### config.mk
export PLATFORM = sky130hd
export DESIGN_NAME = resource_lock_with_wait_queues_core
export DESIGN_NICKNAME = d
export VERILOG_FILES = /design/src/design/rlwq_pkg.sv /design/src/design/rlwq_ram.sv /design/src/design/rlwq_update.sv /design/src/design/resource_lock_with_wait_queues_core.sv
export SDC_FILE = /design/constraint.sdc
export NUM_CORES = 1
export LEC_CHECK = 0
export ABC_AREA = 1
export BUFFER_PORTS_ARGS = -buffer_cell sky130_fd_sc_hd__buf_2
export CELL_PAD_IN_SITES_DETAIL_PLACEMENT = 1
export CELL_PAD_IN_SITES_GLOBAL_PLACEMENT = 1
export CORE_ASPECT_RATIO = 0.75
export CORE_MARGIN = 4
export CORE_UTILIZATION = 49
export CTS_BUF_LIST = sky130_fd_sc_hd__clkbuf_4 sky130_fd_sc_hd__clkbuf_8
export DETAILED_ROUTE_END_ITERATION = 16
export HOLD_SLACK_MARGIN = 0.03
export PLACE_DENSITY = 0.77
export SKIP_LAST_GASP = 1
export SLEW_MARGIN = 20
export SYNTH_ARGS = -nofsm -noshare
export SYNTH_HDL_FRONTEND = slang
export SYNTH_SLANG_ARGS = --single-unit
### constraint.sdc
create_clock -name clk -period 3.9 [get_ports clk]
set_input_delay 0.78 -clock clk [delete_from_list [all_inputs] [get_ports clk]]
set_output_delay 0.78 -clock clk [all_outputs]
set_load 0.01 [all_outputs]
### src/design/rlwq_pkg.sv
// Shared constants, types and helpers for the resource lock manager.
package rlwq_pkg;

    localparam int NUM_RESOURCES   = 5;
    localparam int QUEUE_DEPTH     = 16;
    localparam int PROCESS_ID_BITS = 8;

    localparam int RES_IN_W = 3;
    localparam int PID_IN_W = 8;
    localparam int PID_W    = (PROCESS_ID_BITS < PID_IN_W) ? PROCESS_ID_BITS : PID_IN_W;
    localparam int TBL_AW   = (NUM_RESOURCES > 1) ? $clog2(NUM_RESOURCES) : 1;
    localparam int SLOT_W   = (QUEUE_DEPTH > 1) ? $clog2(QUEUE_DEPTH) : 1;
    localparam int COUNT_W  = $clog2(QUEUE_DEPTH + 1);
    localparam int WAIT_DEPTH = NUM_RESOURCES * QUEUE_DEPTH;
    localparam int WAIT_AW  = (WAIT_DEPTH > 1) ? $clog2(WAIT_DEPTH) : 1;

    localparam logic OP_REQUEST = 1'b0;
    localparam logic OP_RELEASE = 1'b1;

    localparam logic [1:0] STAT_OK        = 2'd0;
    localparam logic [1:0] STAT_INVALID   = 2'd1;
    localparam logic [1:0] STAT_FULL      = 2'd2;
    localparam logic [1:0] STAT_NOT_OWNER = 2'd3;

    typedef struct packed {
        logic               busy;
        logic [PID_W-1:0]   owner;
        logic [SLOT_W-1:0]  head;
        logic [SLOT_W-1:0]  tail;
        logic [COUNT_W-1:0] count;
    } entry_t;

    typedef struct packed {
        logic                granted;
        logic                blocked;
        logic                wake_valid;
        logic [PID_IN_W-1:0] wake_id;
        logic [1:0]          status;
    } result_t;

    typedef struct packed {
        result_t result;
        logic    wake;
        logic    tbl_we;
        logic    enq;
        entry_t  entry;
    } plan_t;

    function automatic logic [SLOT_W-1:0] next_slot(input logic [SLOT_W-1:0] slot);
        logic [SLOT_W-1:0] r;
        if (slot == SLOT_W'(QUEUE_DEPTH - 1))
            r = '0;
        else
            r = slot + SLOT_W'(1);
        return r;
    endfunction

    function automatic logic [WAIT_AW-1:0] wait_addr(input logic [TBL_AW-1:0] res,
                                                     input logic [SLOT_W-1:0] slot);
        return WAIT_AW'(res) * WAIT_AW'(QUEUE_DEPTH) + WAIT_AW'(slot);
    endfunction

    function automatic logic [PID_IN_W-1:0] widen_pid(input logic [PID_W-1:0] pid);
        logic [PID_IN_W-1:0] r;
        r = '0;
        r[PID_W-1:0] = pid;
        return r;
    endfunction

endpackage

### src/design/rlwq_ram.sv
// Generic single-write, single-read RAM with registered read data.
module rlwq_ram #(
    parameter int WIDTH = 8,
    parameter int DEPTH = 16,
    localparam int AW = (DEPTH > 1) ? $clog2(DEPTH) : 1
) (
    input  logic             clk,
    input  logic             we,
    input  logic [AW-1:0]    waddr,
    input  logic [WIDTH-1:0] wdata,
    input  logic [AW-1:0]    raddr,
    output logic [WIDTH-1:0] rdata
);

    logic [WIDTH-1:0] mem [DEPTH];

    always_ff @(posedge clk)
    begin
        if (we)
        begin
            mem[waddr] <= wdata;
        end
        rdata <= mem[raddr];
    end

endmodule

### src/design/rlwq_update.sv
// Decision logic: turns one resource entry and one operation into a new entry and a result.
module rlwq_update (
    input  logic                         op,
    input  logic                         res_ok,
    input  logic [rlwq_pkg::PID_W-1:0]   pid,
    input  rlwq_pkg::entry_t             entry,
    output rlwq_pkg::plan_t              plan
);

    always_comb
    begin
        plan = '0;
        plan.entry = entry;
        plan.result.status = rlwq_pkg::STAT_OK;
        if (!res_ok)
        begin
            plan.result.status = rlwq_pkg::STAT_INVALID;
        end
        else if (op == rlwq_pkg::OP_REQUEST)
        begin
            if (!entry.busy)
            begin
                plan.entry.busy = 1'b1;
                plan.entry.owner = pid;
                plan.result.granted = 1'b1;
                plan.tbl_we = 1'b1;
            end
            else if (entry.owner == pid)
            begin
                plan.result.granted = 1'b1;
            end
            else if (entry.count == rlwq_pkg::COUNT_W'(rlwq_pkg::QUEUE_DEPTH))
            begin
                plan.result.status = rlwq_pkg::STAT_FULL;
            end
            else
            begin
                plan.entry.tail = rlwq_pkg::next_slot(entry.tail);
                plan.entry.count = entry.count + rlwq_pkg::COUNT_W'(1);
                plan.result.blocked = 1'b1;
                plan.enq = 1'b1;
                plan.tbl_we = 1'b1;
            end
        end
        else
        begin
            if (!entry.busy || entry.owner != pid)
            begin
                plan.result.status = rlwq_pkg::STAT_NOT_OWNER;
            end
            else if (entry.count != '0)
            begin
                plan.entry.head = rlwq_pkg::next_slot(entry.head);
                plan.entry.count = entry.count - rlwq_pkg::COUNT_W'(1);
                plan.wake = 1'b1;
            end
            else
            begin
                plan.entry.busy = 1'b0;
                plan.entry.owner = '0;
                plan.tbl_we = 1'b1;
            end
        end
    end

endmodule

### src/design/resource_lock_with_wait_queues_core.sv
// Lock manager top level: resource table, waiter queue store and sequencer.
// A taken word passes lookup, wake (waking release only, waiter store read) and emit states.
// Emit waits while an untaken result holds the output register; s_tready is high only in idle,
// so no new word is taken before the last one is done.
// A new word is taken while the previous result still waits in the output register.
// Reset clears the sequencer, output valid and the table valid bits (all resources free).
module resource_lock_with_wait_queues_core (
    input  logic        clk,
    input  logic        rst_n,
    input  logic        s_tvalid,
    output logic        s_tready,
    input  logic [15:0] s_tdata,   // req_type, resource[2:0], process_id[7:0], zero pad
    output logic        m_tvalid,
    input  logic        m_tready,
    output logic [15:0] m_tdata    // granted, blocked, wake_valid, wake_id[7:0], status[1:0], pad
);

    localparam logic [1:0] ST_IDLE   = 2'd0;
    localparam logic [1:0] ST_LOOKUP = 2'd1;
    localparam logic [1:0] ST_WAKE   = 2'd2;
    localparam logic [1:0] ST_EMIT   = 2'd3;

    logic [1:0] state_reg, state_next;
    logic [rlwq_pkg::NUM_RESOURCES-1:0] valid_reg, valid_next;
    logic op_reg, op_next;
    logic res_ok_reg, res_ok_next;
    logic [rlwq_pkg::TBL_AW-1:0] res_reg, res_next;
    logic [rlwq_pkg::PID_W-1:0] pid_reg, pid_next;
    rlwq_pkg::entry_t entry_reg, entry_next;
    rlwq_pkg::result_t result_reg, result_next;
    rlwq_pkg::result_t out_reg, out_next;
    logic out_valid_reg, out_valid_next;

    logic in_op;
    logic [rlwq_pkg::RES_IN_W-1:0] in_res;
    logic [rlwq_pkg::PID_IN_W-1:0] in_pid;
    logic in_res_ok;

    logic tbl_we;
    logic [rlwq_pkg::TBL_AW-1:0] tbl_raddr;
    rlwq_pkg::entry_t tbl_wdata, tbl_rdata, cur_entry;
    logic wq_we;
    logic [rlwq_pkg::WAIT_AW-1:0] wq_waddr, wq_raddr;
    logic [rlwq_pkg::PID_W-1:0] wq_rdata;
    rlwq_pkg::plan_t plan;

    assign in_op  = s_tdata[0];
    assign in_res = s_tdata[3:1];
    assign in_pid = s_tdata[11:4];
    assign in_res_ok = ({1'b0, in_res} < (rlwq_pkg::RES_IN_W + 1)'(rlwq_pkg::NUM_RESOURCES));

    assign s_tready = (state_reg == ST_IDLE);
    assign m_tvalid = out_valid_reg;
    assign m_tdata  = {3'b000, out_reg.status, out_reg.wake_id, out_reg.wake_valid,
                       out_reg.blocked, out_reg.granted};

    assign tbl_raddr = in_res_ok ? in_res[rlwq_pkg::TBL_AW-1:0] : '0;
    assign cur_entry = valid_reg[res_reg] ? tbl_rdata : '0;

    rlwq_ram #(
        .WIDTH ($bits(rlwq_pkg::entry_t)),
        .DEPTH (rlwq_pkg::NUM_RESOURCES)
    ) u_table (
        .clk   (clk),
        .we    (tbl_we),
        .waddr (res_reg),
        .wdata (tbl_wdata),
        .raddr (tbl_raddr),
        .rdata (tbl_rdata)
    );

    rlwq_ram #(
        .WIDTH (rlwq_pkg::PID_W),
        .DEPTH (rlwq_pkg::WAIT_DEPTH)
    ) u_waiters (
        .clk   (clk),
        .we    (wq_we),
        .waddr (wq_waddr),
        .wdata (pid_reg),
        .raddr (wq_raddr),
        .rdata (wq_rdata)
    );

    rlwq_update u_update (
        .op     (op_reg),
        .res_ok (res_ok_reg),
        .pid    (pid_reg),
        .entry  (cur_entry),
        .plan   (plan)
    );

    assign wq_waddr = rlwq_pkg::wait_addr(res_reg, cur_entry.tail);
    assign wq_raddr = rlwq_pkg::wait_addr(res_reg, cur_entry.head);

    always_comb
    begin
        state_next     = state_reg;
        valid_next     = valid_reg;
        op_next        = op_reg;
        res_ok_next    = res_ok_reg;
        res_next       = res_reg;
        pid_next       = pid_reg;
        entry_next     = entry_reg;
        result_next    = result_reg;
        out_next       = out_reg;
        out_valid_next = out_valid_reg;
        tbl_we         = 1'b0;
        tbl_wdata      = plan.entry;
        wq_we          = 1'b0;

        if (out_valid_reg && m_tready)
        begin
            out_valid_next = 1'b0;
        end

        case (state_reg)
            ST_IDLE:
            begin
                if (s_tvalid)
                begin
                    op_next     = in_op;
                    res_ok_next = in_res_ok;
                    res_next    = tbl_raddr;
                    pid_next    = in_pid[rlwq_pkg::PID_W-1:0];
                    state_next  = ST_LOOKUP;
                end
            end
            ST_LOOKUP:
            begin
                result_next = plan.result;
                if (plan.wake)
                begin
                    entry_next = plan.entry;
                    state_next = ST_WAKE;
                end
                else
                begin
                    tbl_we = plan.tbl_we;
                    wq_we  = plan.enq;
                    if (plan.tbl_we)
                    begin
                        valid_next[res_reg] = 1'b1;
                    end
                    state_next = ST_EMIT;
                end
            end
            ST_WAKE:
            begin
                tbl_wdata       = entry_reg;
                tbl_wdata.owner = wq_rdata;
                tbl_we          = 1'b1;
                valid_next[res_reg]    = 1'b1;
                result_next.wake_valid = 1'b1;
                result_next.wake_id    = rlwq_pkg::widen_pid(wq_rdata);
                state_next = ST_EMIT;
            end
            ST_EMIT:
            begin
                if (!out_valid_reg || m_tready)
                begin
                    out_next       = result_reg;
                    out_valid_next = 1'b1;
                    state_next     = ST_IDLE;
                end
            end
            default:
            begin
                state_next = ST_IDLE;
            end
        endcase
    end

    always_ff @(posedge clk or negedge rst_n)
    begin
        if (!rst_n)
        begin
            state_reg     <= ST_IDLE;
            valid_reg     <= '0;
            out_valid_reg <= 1'b0;
        end
        else
        begin
            state_reg     <= state_next;
            valid_reg     <= valid_next;
            out_valid_reg <= out_valid_next;
        end
    end

    always_ff @(posedge clk)
    begin
        op_reg     <= op_next;
        res_ok_reg <= res_ok_next;
        res_reg    <= res_next;
        pid_reg    <= pid_next;
        entry_reg  <= entry_next;
        result_reg <= result_next;
        out_reg    <= out_next;
    end

endmodule

==> results.cfg <==
[pwr]
switching_share_pct = 32.5
combPwrFrac_pct = 23.1
p_seq_share_pct = 46.1
power_density_mw_per_mm2 = 610
p_int_mw = 16.0
ir_worst_vdd_uv = 387
switching_power_mw = 7.69
power_mw = 23.7
cellLeakagePower_nw = 13.5
clkPwrFrac_pct = 30.7

[floorplanning]
rows = 83
die_h_um = 236
die_area_mm2 = 0.0739
core_mm2 = 0.0686
start_util_pct = 49.7
ios = 38
die_w_um = 313

[cells_and_area]
fin_util_pct = 56.5
instances_no_fill = 3857
final_common_cell = edfxtp_1
finalNetCount = 2854
n_antenna_cell = 0
largest_reg_flops = 640
syn2layout_area_growth_pct = 13.7
seq_area_mm2 = 0.0249
n_fill_cell = 6857
top_register = u_waiters.mem
postLayoutCellArea_mm2 = 0.0388
drive_above_1_share_pct = 17.0
multi_input_area_mm2 = 0.00812
top_regs = u_waiters.mem x640, u_table.mem x110, u_table.rdata x22
mostFrequentLayoutCells = 803 x edfxtp_1, 384 x nand2_1, 300 x nor2_1

[cts]
clockRootBuffer = clkbuf_8
cts_max_level = 4
numCtsBuffers = 130
cts_tree = built
path_clk_slew_ps = 60
clk_path_buf_depth = 3
clock-sinks = 841
clock_latency_ps = 800

[timing]
setup_tns_ps = 0
slew_viol_final = 0
fmax_ghz = 0.264
period_minus_slack_ps = 3790
hold_slack_ps = 158
maxSlewHeadroom_pct = 30.8
skew_ps = 39.3
setup_viol_count_final = 0
hold_violations = 0
fin_crit_sh_pct = 97.1
timing.final.ws_setup_ps = 112
tightest_slew_ps = 1040

[synth]
ys.flop_type = edfxtp_1
ys_seq_area_share_pct = 73.1
synth_warnings = 0
synthArstFlopShare_pct = 0.951
yosysUniqueCellTypes = 42
synthCells = 2661
synth.ff_latch_count = 841
syn-mean-instance-area_um2 = 12.8
synth-edff-count = 803
netlist_area_mm2 = 0.0341

[worst_setup_path]
crit_chain = nor2_1 -> nand3_1 -> nand2_2 -> nor2_4 -> nor2_1 -> inv_1 -> ha_1 -> nand2_1 -> nor2_1 -> inv_2 -> nand2_4 -> nor2_8 -> inv_2 -> nor3_4 -> nand3_2 -> buf_4 -> nor2_1 -> buf_4
worstPathArrival_ps = 4270
cp_data_required_time_ps = 4390
worst-path-max-fanout = 10
worstSetupPathType = register to register
worst_setup_path_start_kind = register
critPathLaunch = res_reg[2]
critPathMostFrequentCell = nor2_1
slowest_delay_ps = 450
cp_slowest_cell = edfxtp_1
worstSetupEndpointType = register
r2r-start = res_reg[2]

[detailed_routing]
drc = 0
dr_total_vias = 23400
ant_nets = 0
vias_per_cell = 6.06
avgRoutedWirePerCell_um = 25.9
dr.pass1.iters = 5
drt-total-wl_mm = 99.9
drt_iter0_drc = 2807

[place]
dp_slack_ps = 97.0
place_area_mm2 = 0.0362
place_inst = 3626
place_congestion = 0.886
dp.final_hpwl_mm = 58.7
port_buffers = 30

[min_path]
hp-start = s_tdata[5]
min_path_type = input pin to register

[global_route]
antenna_found_initial = 0
grt_pass1_wl_mm = 151
grt.overflow.total = 0
grt_pass1_vias = 24500
grt_max_degree = 142
grt_util_all_layers_pct = 27.1

[run_status]
status = completed

[run]
drv_cap = 0
path summary, 6_finish.rpt:
kind                                             end  slack [ps]  cells past startpoint
worst max-delay path            u_waiters.mem[68][6]         110                     18
worst min-delay path                      pid_reg[1]         160                      1
worst max register to register  u_waiters.mem[68][6]         110                     18
worst min register to register           m_tdata[10]         410                      0
max in group asynchronous               state_reg[0]        3310                      2
min in group asynchronous               valid_reg[0]         390                      2
cells by family (layout without fill, tap and decap cells):
kind of cell | count (synthesis) | in the layout | share of synthesized area [%]
and+or+nand+nor | 1027 | 1027 | 13.1
xor gates and xnor gates | 4 | 4 | 0.103
DFF | 841 | 841 | 73.1
other | 1 | 3 | 0.0110
AOI/OAI and AO/OA | 500 | 500 | 10.1
buffers and inverters | 280 | 539 | 3.33
adders and majority gates | 8 | 8 | 0.294
critical path: cells and delay by family, from the launching register on:
| kind | cells | cell delay (ps) |
|---|---|---|
| AND/OR/NAND/NOR | 12 | 2010 |
| buffers and inverters | 5 | 770 |
| flip-flops | 1 | 450 |
| adder cells (fa/ha/maj) | 1 | 240 |
power groups by stage:
| stage | Clock [mW] | Sequential (mW) | Combinational, mW |
|---|---|---|---|
| floorplan | 0 | 11.2 | 3.07 |
| global placement | 0 | 11.1 | 5.04 |
| detailed placement | 0 | 11.1 | 5.33 |
| CTS | 7.41 | 10.9 | 5.39 |
| global route | 7.84 | 10.9 | 5.92 |
| finish | 7.27 | 10.9 | 5.48 |
layer usage:
metal / wire length [um] / track usage [%] / up-vias
li1: - / - / 10100
met4: 2870 / 9.85 / 0
met2: 46600 / 42.0 / 1051
met5: 0 / 0 / -
met1: 42000 / 38.4 / 12000
met3: 8410 / 5.27 / 191
cells in the mapped netlist, types with 6 or more instances:
| library cell | n | area share [%] |
|---|---|---|
| buf_2 | 43 | 0.63 |
| nand2_1 | 385 | 4.2 |
| nor2_1 | 309 | 3.4 |
| nand2_2 | 8 | 0.15 |
| buf_1 | 13 | 0.14 |
| inv_1 | 108 | 1.2 |
| clkbuf_1 | 100 | 1.1 |
| a22o_1 | 22 | 0.57 |
| a21o_1 | 9 | 0.20 |
| dfrtp_1 | 8 | 0.59 |
| nand4_1 | 7 | 0.13 |
| or2_2 | 64 | 1.2 |
| dfxtp_1 | 30 | 1.8 |
| a21oi_1 | 58 | 0.85 |
| nand3_1 | 231 | 3.4 |
| o221ai_1 | 128 | 3.3 |
| edfxtp_1 | 803 | 71 |
| ha_1 | 8 | 0.29 |
| inv_2 | 8 | 0.088 |
| o21ai_1 | 14 | 0.21 |
| o211ai_1 | 130 | 2.9 |
| o21ai_0 | 132 | 1.9 |
| buf_4 | 6 | 0.13 |
timing repair:
item	CTS	global route
buffers inserted	0	1
setup endpoints to repair	0	530
resized for setup	0	4
hold buffers	1	0
endpoints found under the hold margin	8	0
final cells by class:
| cell class | count | share of cell area [%] |
|---|---|---|
| Sequential cell | 841 | 64.3 |
| Timing Repair Buffer | 194 | 4.17 |
| Tap cell | 935 | 3.02 |
| Clock inverter | 53 | 0.810 |
| Multi-Input combinational cell | 1542 | 21.0 |
| Clock buffer | 175 | 5.65 |
| Inverter | 117 | 1.14 |
No activity file was read; power rests on OpenSTA's default activity.
